--- config.mk ---
export PLATFORM = sky130hd
export DESIGN_NAME = raster_line_run_decoder_unit
export DESIGN_NICKNAME = d
export VERILOG_FILES = /design/src/rlrd_pkg.sv /design/src/rlrd_fifo.sv /design/src/rlrd_front.sv /design/src/rlrd_back.sv /design/src/raster_line_run_decoder_unit.sv
export SDC_FILE = /design/constraint.sdc
export NUM_CORES = 1
export LEC_CHECK = 0
export BUFFER_PORTS_ARGS = -buffer_cell sky130_fd_sc_hd__buf_4
export CORE_ASPECT_RATIO = 0.8
export CORE_UTILIZATION = 45
export DETAILED_ROUTE_END_ITERATION = 8
export HOLD_SLACK_MARGIN = 0.08
export PLACE_DENSITY = 0.66
export SLEW_MARGIN = 15
export SYNTH_ARGS = -nofsm -noshare
export SYNTH_HDL_FRONTEND = slang
export SYNTH_HIERARCHICAL = 1
export SYNTH_SLANG_ARGS = --single-unit
--- constraint.sdc ---
create_clock -name clk -period 16.6 [get_ports clk]
set_clock_uncertainty 0.2 [all_clocks]
set_input_delay 2.49 -clock clk [delete_from_list [all_inputs] [get_ports clk]]
set_output_delay 2.49 -clock clk [all_outputs]
set_load 0.02 [all_outputs]
--- src/rlrd_pkg.sv ---
// Shared types and constants of the raster line run decoder.
`default_nettype none

package rlrd_pkg;

  // Fixed sizes of the decoder
  localparam int LINE_MAX         = 128;
  localparam int PATTERN_MAX      = 16;
  localparam int BYTES_PER_RESULT = 8;

  // Command byte codes and masks
  localparam logic [7:0] CODE_ZERO  = 8'h00;
  localparam logic [7:0] CODE_LIT   = 8'h80;
  localparam logic [6:0] COUNT_MASK = 7'h7f;
  localparam logic [7:0] FILL_ONES  = 8'hff;

  // Parser phases
  typedef enum logic [2:0] {
    PH_CMD,
    PH_ZERO,
    PH_PAT,
    PH_LITC,
    PH_LIT,
    PH_FLAG,
    PH_CNT
  } phase_t;

  // Expander states
  typedef enum logic [1:0] {
    BK_IDLE,
    BK_SOLID,
    BK_PAT
  } bstate_t;

  // Kinds of classified command
  typedef enum logic [1:0] {
    CMD_SOLID,
    CMD_PAT_BYTE,
    CMD_LIT,
    CMD_HDR
  } cmd_kind_t;

  // One classified command from parser to expander
  typedef struct packed {
    cmd_kind_t   kind;
    logic [7:0]  data;
    logic        last;
    logic [3:0]  idx;
    logic [7:0]  run;
  } cmd_t;

  // One result item
  typedef struct packed {
    logic [63:0] bytes;
    logic [3:0]  count;
    logic        line_end;
    logic [7:0]  line_repeat;
    logic        last;
  } res_t;

endpackage

`default_nettype wire

--- src/rlrd_fifo.sv ---
// Small register queue used for commands and for results.
`default_nettype none

module rlrd_fifo #(
  parameter int WIDTH = 8,
  parameter int DEPTH = 4
) (
  input  wire logic             clk,
  input  wire logic             rst,
  input  wire logic             wr_en,
  input  wire logic [WIDTH-1:0] wdata,
  input  wire logic             rd_en,
  output logic      [WIDTH-1:0] rdata,
  output logic                  full,
  output logic                  empty
);

  localparam int PW = (DEPTH > 1) ? $clog2(DEPTH) : 1;
  localparam int CW = $clog2(DEPTH + 1);

  logic [WIDTH-1:0] mem [DEPTH];
  logic [PW-1:0]    wptr;
  logic [PW-1:0]    rptr;
  logic [CW-1:0]    count;
  logic             do_wr;
  logic             do_rd;

  assign full  = (count == CW'(DEPTH));
  assign empty = (count == '0);
  assign do_wr = wr_en && !full;
  assign do_rd = rd_en && !empty;
  assign rdata = mem[rptr];

  // Advance pointers and occupancy
  always_ff @(posedge clk) begin
    if (rst) begin
      wptr  <= '0;
      rptr  <= '0;
      count <= '0;
    end else begin
      if (do_wr) begin
        wptr <= (wptr == PW'(DEPTH - 1)) ? '0 : wptr + PW'(1);
      end
      if (do_rd) begin
        rptr <= (rptr == PW'(DEPTH - 1)) ? '0 : rptr + PW'(1);
      end
      if (do_wr && !do_rd) begin
        count <= count + CW'(1);
      end else if (do_rd && !do_wr) begin
        count <= count - CW'(1);
      end
    end
  end

  // Store written entries
  always_ff @(posedge clk) begin
    if (do_wr) begin
      mem[wptr] <= wdata;
    end
  end

endmodule

`default_nettype wire

--- src/rlrd_front.sv ---
// Stream parser: classifies compressed bytes and turns them into commands.
`default_nettype none

module rlrd_front import rlrd_pkg::*; (
  input  wire logic       clk,
  input  wire logic       rst,
  input  wire logic       push,
  input  wire logic [7:0] in_byte,
  input  wire logic [4:0] pattern_length,
  input  wire logic       q_full,
  output logic            full,
  output logic            cmd_push,
  output cmd_t            cmd
);

  phase_t     phase, phase_next;
  logic [7:0] left, left_next;
  logic [3:0] fill, fill_next;
  logic [4:0] pat_len, pat_len_next;
  logic [7:0] run, run_next;
  logic       accept;
  logic [4:0] pl_clamped;
  logic       pat_last;

  assign full   = q_full;
  assign accept = push && !q_full;

  // Clamp the pattern length register into range
  always_comb begin
    if (pattern_length == 5'd0) begin
      pl_clamped = 5'd1;
    end else if (pattern_length > 5'(PATTERN_MAX)) begin
      pl_clamped = 5'(PATTERN_MAX);
    end else begin
      pl_clamped = pattern_length;
    end
  end

  assign pat_last = (({1'b0, fill} + 5'd1) == pat_len);

  // Hold parser state
  always_ff @(posedge clk) begin
    if (rst) begin
      phase   <= PH_CMD;
      left    <= '0;
      fill    <= '0;
      pat_len <= 5'd1;
      run     <= '0;
    end else begin
      phase   <= phase_next;
      left    <= left_next;
      fill    <= fill_next;
      pat_len <= pat_len_next;
      run     <= run_next;
    end
  end

  // Classify the accepted byte and step the parser
  always_comb begin
    phase_next   = phase;
    left_next    = left;
    fill_next    = fill;
    pat_len_next = pat_len;
    run_next     = run;
    cmd_push     = 1'b0;
    cmd.kind     = CMD_SOLID;
    cmd.data     = in_byte;
    cmd.last     = 1'b0;
    cmd.idx      = fill;
    cmd.run      = run;
    if (accept) begin
      unique case (phase)
        PH_CMD: begin
          if (in_byte == CODE_ZERO) begin
            phase_next = PH_ZERO;
          end else if (in_byte == CODE_LIT) begin
            phase_next = PH_LITC;
          end else begin
            cmd_push = 1'b1;
            cmd.kind = CMD_SOLID;
          end
        end
        PH_ZERO: begin
          if (in_byte == CODE_ZERO) begin
            phase_next = PH_FLAG;
          end else begin
            pat_len_next = pl_clamped;
            run_next     = in_byte;
            fill_next    = '0;
            phase_next   = PH_PAT;
          end
        end
        PH_PAT: begin
          cmd_push  = 1'b1;
          cmd.kind  = CMD_PAT_BYTE;
          cmd.last  = pat_last;
          fill_next = fill + 4'd1;
          if (pat_last) begin
            phase_next = PH_CMD;
          end
        end
        PH_LITC: begin
          left_next  = in_byte;
          phase_next = (in_byte == 8'd0) ? PH_CMD : PH_LIT;
        end
        PH_LIT: begin
          cmd_push  = 1'b1;
          cmd.kind  = CMD_LIT;
          cmd.last  = (left == 8'd1);
          left_next = left - 8'd1;
          if (left == 8'd1) begin
            phase_next = PH_CMD;
          end
        end
        PH_FLAG: begin
          phase_next = PH_CNT;
        end
        PH_CNT: begin
          cmd_push   = 1'b1;
          cmd.kind   = CMD_HDR;
          phase_next = PH_CMD;
        end
        default: begin
          phase_next = PH_CMD;
        end
      endcase
    end
  end

endmodule

`default_nettype wire

--- src/rlrd_back.sv ---
// Expander: carries out commands, tracks the line and packs result items.
`default_nettype none

module rlrd_back import rlrd_pkg::*; (
  input  wire logic       clk,
  input  wire logic       rst,
  input  wire logic       cmd_valid,
  input  wire cmd_t       cmd,
  input  wire logic [7:0] line_bytes,
  input  wire logic       res_full,
  output logic            cmd_pop,
  output logic            res_push,
  output res_t            res
);

  bstate_t    state, state_next;
  logic [7:0] pos, pos_next;
  logic [7:0] pend, pend_next;
  logic       dropping, dropping_next;
  logic [6:0] solid_left, solid_left_next;
  logic [7:0] fill_byte, fill_byte_next;
  logic [7:0] run_left, run_left_next;
  logic [3:0] pat_j, pat_j_next;
  logic [4:0] pat_len, pat_len_next;
  logic [3:0] pack_cnt, pack_cnt_next;
  logic [7:0] pbuf [BYTES_PER_RESULT];
  logic [7:0] pbuf_next [BYTES_PER_RESULT];
  logic [7:0] pstore [PATTERN_MAX];
  logic       pstore_we;

  logic [7:0] lim;
  logic [7:0] room;
  logic [7:0] chunk;
  logic [7:0] pos_inc;
  logic [7:0] pos_sum;
  logic       done;
  logic [7:0] pat_byte;
  logic       pat_wrap;
  logic [3:0] pack_inc;

  // Clamp the line length register into range
  always_comb begin
    if (line_bytes == 8'd0) begin
      lim = 8'd1;
    end else if (line_bytes > 8'(LINE_MAX)) begin
      lim = 8'(LINE_MAX);
    end else begin
      lim = line_bytes;
    end
  end

  // Size the next solid chunk: limited by result width, run and line room
  always_comb begin
    room  = (lim > pos) ? lim - pos : 8'd1;
    chunk = 8'(BYTES_PER_RESULT);
    if ({1'b0, solid_left} < chunk) begin
      chunk = {1'b0, solid_left};
    end
    if (room < chunk) begin
      chunk = room;
    end
  end

  assign pat_byte = pstore[pat_j];
  assign pat_wrap = ({1'b0, pat_j} == (pat_len - 5'd1));
  assign pack_inc = pack_cnt + 4'd1;
  assign pos_inc  = (state == BK_SOLID) ? chunk : 8'd1;
  assign pos_sum  = pos + pos_inc;
  assign done     = (pos_sum >= lim);

  // Hold expander state
  always_ff @(posedge clk) begin
    if (rst) begin
      state    <= BK_IDLE;
      pos      <= '0;
      pend     <= 8'd1;
      dropping <= 1'b0;
    end else begin
      state    <= state_next;
      pos      <= pos_next;
      pend     <= pend_next;
      dropping <= dropping_next;
    end
  end

  // Hold run counters and the pack buffer
  always_ff @(posedge clk) begin
    solid_left <= solid_left_next;
    fill_byte  <= fill_byte_next;
    run_left   <= run_left_next;
    pat_j      <= pat_j_next;
    pat_len    <= pat_len_next;
    pack_cnt   <= pack_cnt_next;
    pbuf       <= pbuf_next;
  end

  // Write the pattern register file
  always_ff @(posedge clk) begin
    if (pstore_we) begin
      pstore[cmd.idx] <= cmd.data;
    end
  end

  // Step the expander and form results
  always_comb begin
    state_next      = state;
    pos_next        = pos;
    pend_next       = pend;
    dropping_next   = dropping;
    solid_left_next = solid_left;
    fill_byte_next  = fill_byte;
    run_left_next   = run_left;
    pat_j_next      = pat_j;
    pat_len_next    = pat_len;
    pack_cnt_next   = pack_cnt;
    pbuf_next       = pbuf;
    pstore_we       = 1'b0;
    cmd_pop         = 1'b0;
    res_push        = 1'b0;
    res.bytes       = '0;
    res.count       = '0;
    res.line_end    = 1'b0;
    res.line_repeat = '0;
    res.last        = 1'b0;
    unique case (state)
      BK_IDLE: begin
        if (cmd_valid) begin
          unique case (cmd.kind)
            CMD_HDR: begin
              cmd_pop = 1'b1;
              if (pos == 8'd0) begin
                pend_next = (cmd.data == 8'd0) ? 8'd1 : cmd.data;
              end
            end
            CMD_PAT_BYTE: begin
              cmd_pop   = 1'b1;
              pstore_we = 1'b1;
              if (cmd.last) begin
                run_left_next = cmd.run;
                pat_len_next  = {1'b0, cmd.idx} + 5'd1;
                pat_j_next    = '0;
                pack_cnt_next = '0;
                for (int k = 0; k < BYTES_PER_RESULT; k++) begin
                  pbuf_next[k] = '0;
                end
                state_next = BK_PAT;
              end
            end
            CMD_SOLID: begin
              cmd_pop         = 1'b1;
              solid_left_next = cmd.data[6:0] & COUNT_MASK;
              fill_byte_next  = cmd.data[7] ? FILL_ONES : 8'h00;
              state_next      = BK_SOLID;
            end
            CMD_LIT: begin
              if (dropping) begin
                // drop literal bytes past the line end
                cmd_pop = 1'b1;
                if (cmd.last) begin
                  dropping_next = 1'b0;
                end
              end else if (!res_full) begin
                cmd_pop          = 1'b1;
                res_push         = 1'b1;
                res.bytes[7:0]   = cmd.data;
                res.count        = 4'd1;
                res.last         = 1'b1;
                pos_next         = pos_sum;
                if (done) begin
                  res.line_end    = 1'b1;
                  res.line_repeat = pend;
                  pos_next        = '0;
                  pend_next       = 8'd1;
                  dropping_next   = !cmd.last;
                end
              end
            end
            default: begin
              cmd_pop = 1'b1;
            end
          endcase
        end
      end
      BK_SOLID: begin
        if (!res_full) begin
          res_push = 1'b1;
          for (int k = 0; k < BYTES_PER_RESULT; k++) begin
            res.bytes[8*k +: 8] = (8'(k) < chunk) ? fill_byte : 8'h00;
          end
          res.count       = chunk[3:0];
          solid_left_next = solid_left - chunk[6:0];
          pos_next        = pos_sum;
          res.last        = done || ({1'b0, solid_left} == chunk);
          if (done) begin
            res.line_end    = 1'b1;
            res.line_repeat = pend;
            pos_next        = '0;
            pend_next       = 8'd1;
          end
          if (res.last) begin
            state_next = BK_IDLE;
          end
        end
      end
      BK_PAT: begin
        if (!res_full) begin
          // insert one pattern byte, emit when full or at the end
          pbuf_next[pack_cnt[2:0]] = pat_byte;
          for (int k = 0; k < BYTES_PER_RESULT; k++) begin
            res.bytes[8*k +: 8] = pbuf_next[k];
          end
          res.count     = pack_inc;
          res.last      = done || (pat_wrap && run_left == 8'd1);
          res_push      = res.last || (pack_inc == 4'(BYTES_PER_RESULT));
          pack_cnt_next = pack_inc;
          pos_next      = pos_sum;
          if (res_push) begin
            pack_cnt_next = '0;
            for (int k = 0; k < BYTES_PER_RESULT; k++) begin
              pbuf_next[k] = '0;
            end
          end
          if (pat_wrap) begin
            pat_j_next    = '0;
            run_left_next = run_left - 8'd1;
          end else begin
            pat_j_next = pat_j + 4'd1;
          end
          if (done) begin
            res.line_end    = 1'b1;
            res.line_repeat = pend;
            pos_next        = '0;
            pend_next       = 8'd1;
          end
          if (res.last) begin
            state_next = BK_IDLE;
          end
        end
      end
      default: begin
        state_next = BK_IDLE;
      end
    endcase
  end

endmodule

`default_nettype wire

--- src/raster_line_run_decoder_unit.sv ---
// Top level of the raster line run decoder: config registers, queues, parser, expander.
`default_nettype none

// Decodes a run-length compressed bitplane stream pushed in one byte per
// cycle. The parser takes one byte each cycle while its command queue has
// room; bytes that only set up a command (0x00, 0x80, literal and pattern
// run counts, header flags) leave nothing for the expander, while a header
// count becomes a command that sets the repeat count of a line not yet
// begun. The expander sets the output rate: a literal byte gives one result,
// a solid run is loaded and then gives up to eight bytes per cycle (one
// result per cycle) while the result queue has room, and a pattern run
// first stores each pattern byte and then reads its pattern register file
// one byte per cycle while the result queue has room, so a pattern run of
// n clipped bytes yields ceil(n/8) results. Each result carries up to eight
// bytes, first byte in the low bits; line_end marks the result that fills
// line_bytes bytes and line_repeat gives the repeat count of that line.
// Results wait in an output queue of RES_DEPTH entries, so input keeps
// flowing while a result waits to be popped. Registers: line_bytes at byte
// address 0, pattern_length at byte address 4; write only while idle.
module raster_line_run_decoder_unit import rlrd_pkg::*; #(
  parameter int CMD_DEPTH = 4,
  parameter int RES_DEPTH = 2
) (
  input  wire logic        clk,
  input  wire logic        rst,
  // byte stream
  input  wire logic        push,
  input  wire logic [7:0]  in_byte,
  output logic             full,
  // results
  input  wire logic        pop,
  output logic             empty,
  output logic [63:0]      out_bytes,
  output logic [3:0]       byte_count,
  output logic             line_end,
  output logic [7:0]       line_repeat,
  output logic             last_of_run,
  // configuration
  input  wire logic        psel,
  input  wire logic        penable,
  input  wire logic        pwrite,
  input  wire logic [2:0]  paddr,
  input  wire logic [31:0] pwdata,
  output logic [31:0]      prdata,
  output logic             pready
);

  localparam logic REG_LINE_BYTES = 1'b0;
  localparam logic REG_PAT_LEN    = 1'b1;

  logic [7:0] line_bytes;
  logic [4:0] pattern_length;
  logic       cfg_wr;

  logic       cmd_push;
  cmd_t       cmd_in;
  logic       cmd_full;
  logic       cmd_empty;
  logic       cmd_pop;
  logic [$bits(cmd_t)-1:0] cmd_rdata;
  cmd_t       cmd_head;

  logic       res_push;
  res_t       res_in;
  logic       res_full;
  logic [$bits(res_t)-1:0] res_rdata;
  res_t       res_head;

  // Write configuration registers
  assign pready = 1'b1;
  assign cfg_wr = psel && penable && pwrite && pready;

  always_ff @(posedge clk) begin
    if (rst) begin
      line_bytes     <= 8'd80;
      pattern_length <= 5'd2;
    end else if (cfg_wr) begin
      unique case (paddr[2])
        REG_LINE_BYTES: line_bytes     <= pwdata[7:0];
        REG_PAT_LEN:    pattern_length <= pwdata[4:0];
        default: ;
      endcase
    end
  end

  // Read back configuration registers
  always_comb begin
    unique case (paddr[2])
      REG_LINE_BYTES: prdata = {24'd0, line_bytes};
      REG_PAT_LEN:    prdata = {27'd0, pattern_length};
      default:        prdata = '0;
    endcase
  end

  rlrd_front u_front (
    .clk            (clk),
    .rst            (rst),
    .push           (push),
    .in_byte        (in_byte),
    .pattern_length (pattern_length),
    .q_full         (cmd_full),
    .full           (full),
    .cmd_push       (cmd_push),
    .cmd            (cmd_in)
  );

  rlrd_fifo #(
    .WIDTH ($bits(cmd_t)),
    .DEPTH (CMD_DEPTH)
  ) u_cmd_q (
    .clk   (clk),
    .rst   (rst),
    .wr_en (cmd_push),
    .wdata (cmd_in),
    .rd_en (cmd_pop),
    .rdata (cmd_rdata),
    .full  (cmd_full),
    .empty (cmd_empty)
  );

  assign cmd_head = cmd_t'(cmd_rdata);

  rlrd_back u_back (
    .clk        (clk),
    .rst        (rst),
    .cmd_valid  (!cmd_empty),
    .cmd        (cmd_head),
    .line_bytes (line_bytes),
    .res_full   (res_full),
    .cmd_pop    (cmd_pop),
    .res_push   (res_push),
    .res        (res_in)
  );

  rlrd_fifo #(
    .WIDTH ($bits(res_t)),
    .DEPTH (RES_DEPTH)
  ) u_res_q (
    .clk   (clk),
    .rst   (rst),
    .wr_en (res_push),
    .wdata (res_in),
    .rd_en (pop),
    .rdata (res_rdata),
    .full  (res_full),
    .empty (empty)
  );

  // Drive result ports from the queue head
  assign res_head    = res_t'(res_rdata);
  assign out_bytes   = res_head.bytes;
  assign byte_count  = res_head.count;
  assign line_end    = res_head.line_end;
  assign line_repeat = res_head.line_repeat;
  assign last_of_run = res_head.last;

  // Expander never writes a full result queue
  a_res_no_overflow: assert property (@(posedge clk) disable iff (rst)
    res_push |-> !res_full)
    else $error("result written into full queue");

  // Parser never writes a full command queue
  a_cmd_no_overflow: assert property (@(posedge clk) disable iff (rst)
    cmd_push |-> !cmd_full)
    else $error("command written into full queue");

  // A line end closes the run of its input byte
  a_line_end_last: assert property (@(posedge clk) disable iff (rst)
    (!empty && line_end) |-> last_of_run)
    else $error("line end on a result that is not last");

  // Repeat count is present exactly on line ends
  a_repeat_on_end: assert property (@(posedge clk) disable iff (rst)
    !empty |-> (line_end == (line_repeat != 8'd0)))
    else $error("line repeat does not match line end");

endmodule

`default_nettype wire
* Word level (Yosys, flattened, before mapping)
Memory sizes are Yosys's and may differ from the RTL's. A register that Yosys moved wholly into a read port is not among the register bits.
Index checks and enable logic that the tools add are counted.
Widths: inputs -> output; s select.
** Operators by class
- $add $sub $neg :: 19
- Order comparisons :: 16
- Equal/unequal tests :: 42
- Multiplexer cells :: 131
- Bitwise operators :: 4
- Reductions and logical operators :: 60
** Operator list (count)
- $mux 64 :: 5
- $mux 8 :: 31
- $mux 78 :: 2
- $pmux 64 s2 :: 1
- $pmux 56 s2 :: 1
- $mux 22 :: 4
- $pmux 8 s2 :: 5
- $pmux 22 s3 :: 1
- $bwmux 64 :: 1
- $pmux 32 s2 :: 1
- $mux 4 :: 9
- $logic_not 8->1 :: 4
- $lt 3x8->1 const A :: 4
- $mux 1 :: 29
- $mux 7 :: 4
- $mux 2 :: 13
- $demux 8 s3 :: 1
- $mux 3 :: 8
- $pmux 4 s2 :: 3
- $ne 2x2->1 const B :: 9
- $pmux 3 s6 :: 1
- $eq 8x1->1 const B :: 2
- $lt 1x8->1 const A :: 2
- $lt 2x8->1 const A :: 2
- other kinds (58) :: 129
** Storage, ports and cells
- Bits in registers :: 171
- Bits in writable memories :: 376
- Input port bits :: 50
- Word-level logic and storage cells :: 306
- Memories :: 3
** Memories
- u_res_q.mem :: words 2, bits a word 78, read ports 1, clocked after Yosys merged registers in 1, write ports 1, RTL line rlrd_fifo.sv:21 : logic [WIDTH-1:0] mem [DEPTH];
- u_back.pstore :: words 16, bits a word 8, read ports 1, clocked after Yosys merged registers in 1, write ports 1, RTL line rlrd_back.sv:28 : logic [7:0] pstore [PATTERN_MAX];
- u_cmd_q.mem :: words 4, bits a word 23, read ports 1, clocked after Yosys merged registers in 1, write ports 1, RTL line rlrd_fifo.sv:21

* Depth between registers and ports, before layout
Gate-level depths: netlist (run 1).
- Depth after elaboration :: 19
- Depth in mapped cells :: 41
- Mapped depth without buffers :: 40

* By module
Netlist (run 1), hierarchy kept.
** By module, submodules not included
- rlrd_back :: instances 1, cells each 1092, area each 13053.8 sq um, seq. area each 7096.8 sq um
- rlrd_fifo (u_res_q) :: instances 1, cells each 268, area each 5925.7 sq um, seq. area each 4784.6 sq um
- rlrd_fifo (u_cmd_q) :: instances 1, cells each 170, area each 3803.6 sq um, seq. area each 2942.8 sq um
- rlrd_front :: instances 1, cells each 219, area each 1659.1 sq um, seq. area each 560.5 sq um
- raster_line_run_decoder_unit :: instances 1, cells each 93, area each 887.1 sq um, seq. area each 260.2 sq um

* Worst setup path before layout (run 1)
Ideal clock, no wire load.
- Path type :: flip-flop to flip-flop
- From :: register line_bytes[1]
- To :: memory u_res_q/mem[1][0] (netlist bit), enable pin
- Setup time :: 0.445 ns
- Arrival time :: 8.578 ns
- Required time :: 15.955 ns
- Path slack :: 7.377 ns
- Stages on the path, launching flop included :: 37
- Buffers on the path :: 1
- Period minus slack after synthesis :: 9.223 ns
- Path through :: dfxtp_1 nor4_1 a21oi_1 or2_2 ha_1 fa_1 nand2b_1 a211oi_1 o32ai_2 or2_2 inv_1 ha_1 and3_1 o2111ai_1 a41o_2 o2111ai_4 nor2_1 mux2i_1 and2_1 ha_1 a21o_1 a21oi_1 o21bai_1 a21oi_1 o21a_1 xnor2_1 ha_1 o21ai_0 nand2b_1 o41ai_1 clkbuf_1 a21oi_1 nor2_1 a31oi_1 inv_1 nor2_1 and2_1
** On the way
- Word-level cells in the longest chain between the ends :: 17
- Elaborated cells between the ends (all ways) :: 19
- Classes of those cells :: 2 x add/sub; 4 x order compare; 9 x mux; 4 x reduce/logical
** RTL lines
- start: declaration :: RTL line raster_line_run_decoder_unit.sv:51 : logic [7:0] line_bytes;
- start signal: assignment :: RTL line raster_line_run_decoder_unit.sv:79 : REG_LINE_BYTES: line_bytes <= pwdata[7:0];
- $gt 8x8->1 :: RTL line rlrd_back.sv:45 : end else if (line_bytes > 8'(LINE_MAX)) begin
- $mux 8 :: RTL line rlrd_back.sv:45
- $mux 8 * :: RTL line rlrd_back.sv:43 : if (line_bytes == 8'd0) begin
- $sub 8x8->8 / $gt 8x8->1 (equally long branches) :: RTL line rlrd_back.sv:54 : room = (lim > pos) ? lim - pos : 8'd1;
- $mux 8 :: RTL line rlrd_back.sv:54
- $lt 8x7->1 :: RTL line rlrd_back.sv:59 : if (room < chunk) begin
- $mux 8 :: RTL line rlrd_back.sv:59
- $mux 8 :: RTL line rlrd_back.sv:67 : assign pos_inc = (state == BK_SOLID) ? chunk : 8'd1;
- [3 not listed]
- $logic_or 1x1->1 * :: RTL line rlrd_back.sv:214 : res_push = res.last || (pack_inc == 4'(BYTES_PER_RESULT));
- $mux 1 * :: RTL line rlrd_back.sv:206 : if (!res_full) begin
- $pmux 1 s3 * :: RTL line rlrd_back.sv:125 : unique case (state)
- named net res_push :: RTL line raster_line_run_decoder_unit.sv:63 : logic res_push;
- $logic_and 1x1->1 * :: RTL line rlrd_fifo.sv:30 : assign do_wr = wr_en && !full;
- named net u_res_q.do_wr :: RTL line rlrd_fifo.sv:25 : logic do_wr;
- $mux 1 * :: RTL line rlrd_fifo.sv:57 : if (do_wr) begin
- $mux 1 (implied by the code) * :: RTL line rlrd_fifo.sv:58 : mem[wptr] <= wdata;
- end: declaration :: RTL line rlrd_fifo.sv:21
The timed path passes the listed nets; every way through them passes the cells marked *.

* Worst setup path in the final report (run 1)
- From :: register line_bytes[2]
- To :: memory u_res_q/mem[1][48] (netlist bit), enable pin
Same word-level chain as after synthesis.

==> metrics.md, run 1 <==
| Metric | Value |
|---|---|
| Met2 global-route usage | 29.1% |
| Critical setup path kind | reg -> reg |
| Fin cells | 2721 |
| Critical R2R Launch | line_bytes[2] |
| Number of instances in the placed design | 2624 |
| Global-route wire length before repair | 84.0 mm |
| WP data arrival | 10.17 ns |
| Placed cell areas | 26700 sq um |
| GRT Resource Usage Total | 18.9% |
| Worst hold path type | reg -> reg |
| Hold Vio Cnt, Final | 0 |
| Met3 Usage GRT | 2.82% |
| Pins Over Slew Limit | 0 |
| Synth Register Bits | 547 |
| Antenna violations before repair | 1 |
| Largest net degree at the start of global routing | 85 |
| WL final | 53.8 mm |
| GR Overflow Total | 0 |
| Vias per Instance | 5.49 |
| Antenna diodes | 0 |
| Clock sink count | 547 |
| CTS H-tree lvls | 2 |
| Max-cap viol count | 0 |
| R2r worst-path depth | 36 |
| Final instance area | 28400 sq um |
| Die Ht | 214 um |
| Setup WS pre-CTS | 6.54 ns |
| CTS resizes | 0 |
| Drt pass-1 iters | 6 |
| Core area | 55400 sq um |
| Setup crit end | u_res_q/mem[1][48] |
| Syn. warnings | 6 |
| HPWL after DPL | 35.2 mm |
| Vias in the first global route | 14678 |
| Clk_lat worst skew | 0.59 ns |
| Wire length per cell | 19.8 um |
| Largest stage delay on the critical path | 0.75 ns |
| Post-CTS Hold Buffers | 0 |
| TritonCTS clock tree | built |
| IO Count | 163 |
| IO buf count | 111 |
| Setup bufs post-CTS | 0 |
| Remaining antenna violation count | 0 |
| Post-layout min period | 10.15 ns |
| M1 GR Usage | 28.1% |
| Remaining DRCs | 0 |
| EDFF count, synth | 469 |
| Synth-to-layout area growth | 12.0% |
| Min Hold Slack | 0.272 ns |
| CTS buffer count | 52 |
| Via Count | 14932 |
| Clock slew at reported path FFs | 0.06 ns |
| Internal reg-to-reg setup slack | 6.45 ns |
| Routability cong. | 0.863 |
| Asr flop ratio synth | 0% |
| Cells after synthesis | 1842 |
| Fin crit share | 61.1% |
| Setup crit end kind | flop |
| Ys flop type | edfxtp_1 |
| Crit path launch type | flop |
| Leakage | 0.0102 uW |
| PD cells | 179 nW/um^2 |
| Outcome | completed |
| Layout cells sized above 1 | 20.5% |
| Clock Path Buffers | 3 |
| Worst endpoint required time | 16.63 ns |
| Setup tns final | 0 ns |
| Clk root buf | clkbuf_16 |
| Unrepaired setup endpoints after global routing | false |
| Slew @ Worst Pin | 1.26 ns |
| Post-synthesis sequential area ratio | 61.8% |
| Max-Slew Margin vs Limit | 14.8% |
| Layout Nets | 2041 |
| Register area | 15700 sq um |
| Peak VDD IR | 0.148 mV |
| Setup ws final | 6.45 ns |
| RR Endpoint | u_res_q/mem[1][48] |
| Starting DRT DRC Count | 1158 |
| Post-synthesis cell area | 25300 sq um |
| Synth Area per Inst | 13.8 sq um |
| Die ar. | 57200 sq um |
| Crit path from | line_bytes[2] |
| Initial Util | 45.7% |
| CP Max Fanout | 44 |
| Row cnt | 77 |
| FMAX | 0.0985 GHz |
| # setup viols final | 0 |
| Layout fillers | 4652 |
| Slowest CP cell | mux2i_1 |
| Top Usage Layer GRT | met2 |
| Yosys cell types | 86 |
| Area of the multi-input gates | 8880 sq um |
| Die W | 267 um |
[metal layers]
layer / part of all wire (%) / vias up
li1: - / 6993
met1: 47 / 7463
met2: 46 / 408
met3: 5.6 / 68
met4: 1.6 / 0
met5: 0 / -
[Yosys cell counts, drive strengths merged (10+ instances only)]
master | instances | area share (%)
edfxtp | 469 | 56
nor2 | 217 | 3.3
mux2 | 91 | 4.4
nand2 | 85 | 1.3
mux2i | 84 | 3.3
a21oi | 83 | 1.7
dfxtp | 78 | 6.2
buf | 76 | 2.0
mux4 | 63 | 5.6
inv | 61 | 0.90
ha | 59 | 2.9
clkbuf | 49 | 0.73
o21ai | 48 | 0.95
o21a | 36 | 1.1
nand2b | 34 | 0.84
nor3 | 23 | 0.47
nand3 | 22 | 0.43
xnor2 | 22 | 0.76
xor2 | 20 | 0.69
and2 | 18 | 0.45
and3 | 15 | 0.39
a22oi | 14 | 0.41
nor2b | 14 | 0.36
a21o | 13 | 0.39
nand3b | 13 | 0.39
a211oi | 12 | 0.38
or3 | 10 | 0.25
[state kept, by name, indices dropped and copies added (netlist names), 4 cells and up, named ones only]
register and count:
u_back/pend 8, u_front/fill 4, u_back/pat_j 4, u_front/left 8
u_back/pstore 128, u_front/pat_len 5, u_back/solid_left 7, line_bytes 8
u_cmd_q/mem 92, u_front/run 8, u_back/pbuf 64, u_back/pack_cnt 4
u_res_q/mem 156, u_back/pat_len 5, u_back/pos 8, u_back/run_left 8
pattern_length 5
[placed cells by master, fill, tap and decap left out, types with 11 or more instances in the layout]
cell,synthesis,final
xnor2_1,22,22
dfxtp_1,78,75
a21o_1,13,13
a211oi_1,11,11
clkbuf_16,0,54
conb_1,3,28
and2_1,17,16
and3_1,11,11
mux2_4,21,21
nor2_1,215,215
mux2_2,70,70
nor2b_1,13,13
inv_1,61,59
nor3_1,22,22
xor2_1,20,20
mux2i_1,84,84
buf_4,36,132
edfxtp_1,469,469
a21oi_1,82,82
nand2b_1,34,34
nand3b_1,13,13
o21a_1,36,36
nand3_1,22,22
clkinv_1,0,12
nand2_1,85,85
o21ai_0,46,46
mux4_2,63,63
ha_1,59,59
a22oi_1,14,14
[layout make-up]
class                   instances  share of cell area (%)
clock buffers                  66                    4.99
clock inverters                31                   0.869
inverters                      62                   0.838
multi-input cells            1133                    31.3
flip-flops and latches        547                    55.2
well taps                     750                    3.31
repair buffers                132                    3.49
[per-stage QoR]
| stage | util, % | power [uW] |
|---|---|---|
| detailed placement | 48.2 | 3950 |
| global route | 51.2 | 5340 |
| finish | 51.2 | 5080 |
| CTS | 51.2 | 5120 |
| floorplan | - | 3340 |
| global placement | 48.2 | 3900 |
[worst max-delay path: cells and delay by family, from the launching register on]
kind	cells	cell delay, ns
adder cells (fa/ha/maj)	5	1.45
XOR/XNOR	1	0.14
buffers and inverters	4	0.95
flip-flops	1	0.35
AO/OA/AOI/OAI	14	2.66
multiplexers	1	0.75
AND/OR/NAND/NOR	11	3.21
[report_power, final]
part / leakage [uW] / internal, uW / switching (uW)
Sequential: 0.00498 / 1910 / 151
Clock: 0.000815 / 653 / 504
Combinational: 0.00438 / 712 / 1140
[cell families (layout without fill, tap and decap cells)]
logic type | after synthesis | after routing | synth area share (%)
adders and majority gates | 63 | 63 | 3.23
DFF | 547 | 547 | 61.8
xor gates and xnor gates | 42 | 42 | 1.45
AOI/OAI and AO/OA | 263 | 263 | 6.88
muxes | 238 | 238 | 13.3
buffers and inverters | 187 | 291 | 3.65
other | 3 | 28 | 0.0445
and+or+nand+nor | 499 | 499 | 9.70
[how the worst min path moves through the flow]
stage / startpoint / to / slack (ns) / depth (start not counted)
2_1_floorplan: u_front/left[1] / u_front/left[1] / 0.24 / 2
3_3_place_gp: u_front/left[1] / u_front/left[1] / 0.25 / 2
3_5_place_dp: u_front/pat_len[3] / u_front/pat_len[3] / 0.26 / 2
4_1_cts: u_front/pat_len[3] / u_front/pat_len[3] / 0.27 / 2
5_1_grt: u_front/left[1] / u_front/left[1] / 0.30 / 2
6_report: u_front/pat_len[1] / u_front/pat_len[1] / 0.27 / 2
No activity file was read; power rests on OpenSTA's default activity.
==> run 2: changes to the inputs <==
--- a/config.mk
+++ b/config.mk
@@ -10,7 +10,7 @@
 export CORE_UTILIZATION = 45
 export DETAILED_ROUTE_END_ITERATION = 8
 export HOLD_SLACK_MARGIN = 0.08
-export PLACE_DENSITY = 0.66
+export PLACE_DENSITY = 0.68
 export SLEW_MARGIN = 15
 export SYNTH_ARGS = -nofsm -noshare
 export SYNTH_HDL_FRONTEND = slang
==> constraint.sdc (replaced) <==
create_clock -name clk -period 8.55 [get_ports clk]
set_clock_uncertainty 0.2 [all_clocks]
set_input_delay 1.2825 -clock clk [delete_from_list [all_inputs] [get_ports clk]]
set_output_delay 1.2825 -clock clk [all_outputs]
set_load 0.02 [all_outputs]
==> metrics.md, run 2 (same netlist as run 1, synthesis figures left out) <==
| Metric | Value |
|---|---|
| Outcome | completed |
| TritonCTS clock tree | built |
| Post-CTS Hold Buffers | 0 (unchanged) |
| Vias in the first global route | 14632 (-0.31%) |
| Largest Register | u_res_q/mem |
| # setup viols final | 0 (unchanged) |
| Critical setup path kind | reg -> reg |
| Antenna violations before repair | 1 (unchanged) |
| GR Overflow Total | 0 (unchanged) |
| CP Max Fanout | 11 (-75%) |
| Row cnt | 77 (unchanged) |
| GRT Resource Usage Total | 19.1% (+0.26 points) |
| Peak VDD IR | 0.212 mV (+43%) |
| WP data arrival | 8.43 ns (-1.74 ns) |
| Number of instances in the placed design | 2635 (+0.42%) |
| RR Endpoint | u_res_q/count[1] |
| Max-Slew Margin vs Limit | 23.0% (+8.2 points) |
| IO buf count | 111 (unchanged) |
| IO Count | 163 (unchanged) |
| Setup crit end kind | flop |
| Die Ht | 214 um (unchanged) |
| Largest stage delay on the critical path | 0.39 ns (-0.36 ns) |
| CTS H-tree lvls | 2 (unchanged) |
| CTS buffer count | 53 (+1.9%) |
| Initial Util | 45.7% (unchanged) |
| Largest register FFs | 156 (unchanged) |
| Via Count | 15123 (+1.3%) |
| Wire length per cell | 20.2 um (+2.0%) |
| Setup ws final | 0.436 ns (-6.01 ns) |
| Synth-to-layout area growth | 13.6% |
| Pins Over Slew Limit | 0 (unchanged) |
| Drt pass-1 iters | 5 (-1) |
| Starting DRT DRC Count | 1390 (+20%) |
| Routability cong. | 0.841 (-2.6%) |
| Clock sink count | 547 (unchanged) |
| Most frequent cells in the layout | edfxtp_1 (469), nor2_1 (211), buf_4 (142), nand2_1 (85), mux2i_1 (83) |
| Core area | 55400 sq um (unchanged) |
| Clock slew at reported path FFs | 0.06 ns (about the same) |
| Remaining antenna violation count | 0 (unchanged) |
| Clock Path Buffers | 3 (unchanged) |
| Placed cell areas | 26800 sq um (+0.45%) |
| Remaining DRCs | 0 (unchanged) |
| Top Registers | u_res_q/mem (156), u_back/pstore (128), u_cmd_q/mem (92) |
| Layout Nets | 2057 (+0.78%) |
| Total power | 10100 uW (+100%) |
| Worst hold path type | reg -> reg |
| Clk root buf | clkbuf_16 |
| Most common library cell in the layout ignoring fill and taps | edfxtp_1 |
| Internal reg-to-reg setup slack | 0.44 ns (-6.01 ns) |
| Clk_lat worst skew | 0.61 ns (+0.02 ns) |
| Fin cells | 2739 (+0.66%) |
| Critical R2R Launch | line_bytes[1] |
| Antenna diodes | 0 (unchanged) |
| Setup crit end | u_res_q/count[1] |
| Crit path from | line_bytes[1] |
| Die ar. | 57200 sq um (unchanged) |
| Fin crit share | 94.9% (+34 points) |
| Hold path cells | 2 (unchanged) |
| Vias per Instance | 5.52 (+0.61%) |
| Post-layout min period | 8.11 ns (-2.04 ns) |
| Final instance area | 28800 sq um (+1.5%) |
| R2r worst-path depth | 39 (+8.3%) |
| Crit path launch type | flop |
| PD cells | 352 nW/um^2 (+97%) |
| Setup tns final | 0 ns (unchanged) |
| FMAX | 0.123 GHz (+25%) |
| HPWL after DPL | 35.6 mm (+1.1%) |
| Leakage | 0.0104 uW (+1.8%) |
| Global-route wire length before repair | 84.8 mm (+0.95%) |
| Hold Vio Cnt, Final | 0 (unchanged) |
| WL final | 55.3 mm (+2.7%) |
| Slowest CP cell | fa_2 |
| Die W | 267 um (unchanged) |
| Slew @ Worst Pin | 1.14 ns (-0.122 ns) |
| Setup WS pre-CTS | -0.0551 ns (-6.60 ns) |
| Layout cells sized above 1 | 22.6% (+2.1 points) |
| Max-cap viol count | 0 (unchanged) |
| Worst endpoint required time | 8.86 ns (-7.77 ns) |
| Largest net degree at the start of global routing | 85 (unchanged) |
-- run 2: critical path, delay by kind of cell, from the launching register on --
kind / cells / cell delay (ns)
AOI/OAI and AO/OA: 13 / 2.29
xor gates and xnor gates: 2 / 0.29
adders and majority gates: 6 / 1.67
buffers and inverters: 5 / 0.81
DFF: 1 / 0.34
and+or+nand+nor: 13 / 2.42
-- run 2: what timing repair did --
item                                    CTS  global route
endpoints found under the setup margin   78           238
cloned                                    1             2
buffers inserted                          0             1
gates resized for setup                   1            23
pin swaps                                 1             8
-- run 2: where the power goes --
part	switching, uW	internal (uW)	total, uW	leakage, uW
registers	283	3710	3990	0.00498
clock network	1000	1410	2410	0.000912
logic	2280	1450	3740	0.00447
total	3570	6570	10100	0.0104
-- run 2: cell type report --
class,instances,area [sq um]
Clock inverter,24,255
Tap cell,750,938
Timing Repair Buffer,144,1110
Multi-Input combinational cell,1136,9010
Clock buffer,76,1580
Sequential cell,547,15700
Fill cell,4617,26600
Inverter,62,241
-- run 2: through the flow --
step	hold slack, ns	util (%)
global placement	0.255	48.4
detailed placement	0.264	48.4
CTS	0.272	51.7
floorplan	0.241	-
finish	0.264	52.0
global route	0.289	52.0
-- run 2: layer usage --
metal	GRT usage, %	vias to the layer above	part of all wire, %
met5	0	-	0.018
li1	-	7023	-
met1	28.8	7547	47
met2	29.0	463	45
met3	2.99	88	6.0
met4	4.60	2	1.9
-- run 2: worst min path at each step --
stage	from	endpoint	slack, ns
2_1_floorplan	u_front/left[1]	u_front/left[1]	0.24
3_3_place_gp	u_front/pat_len[3]	u_front/pat_len[3]	0.25
3_5_place_dp	u_front/pat_len[3]	u_front/pat_len[3]	0.26
4_1_cts	u_front/pat_len[3]	u_front/pat_len[3]	0.27
5_1_grt	u_front/pat_len[1]	u_front/pat_len[1]	0.29
6_report	u_front/pat_len[3]	u_front/pat_len[3]	0.26
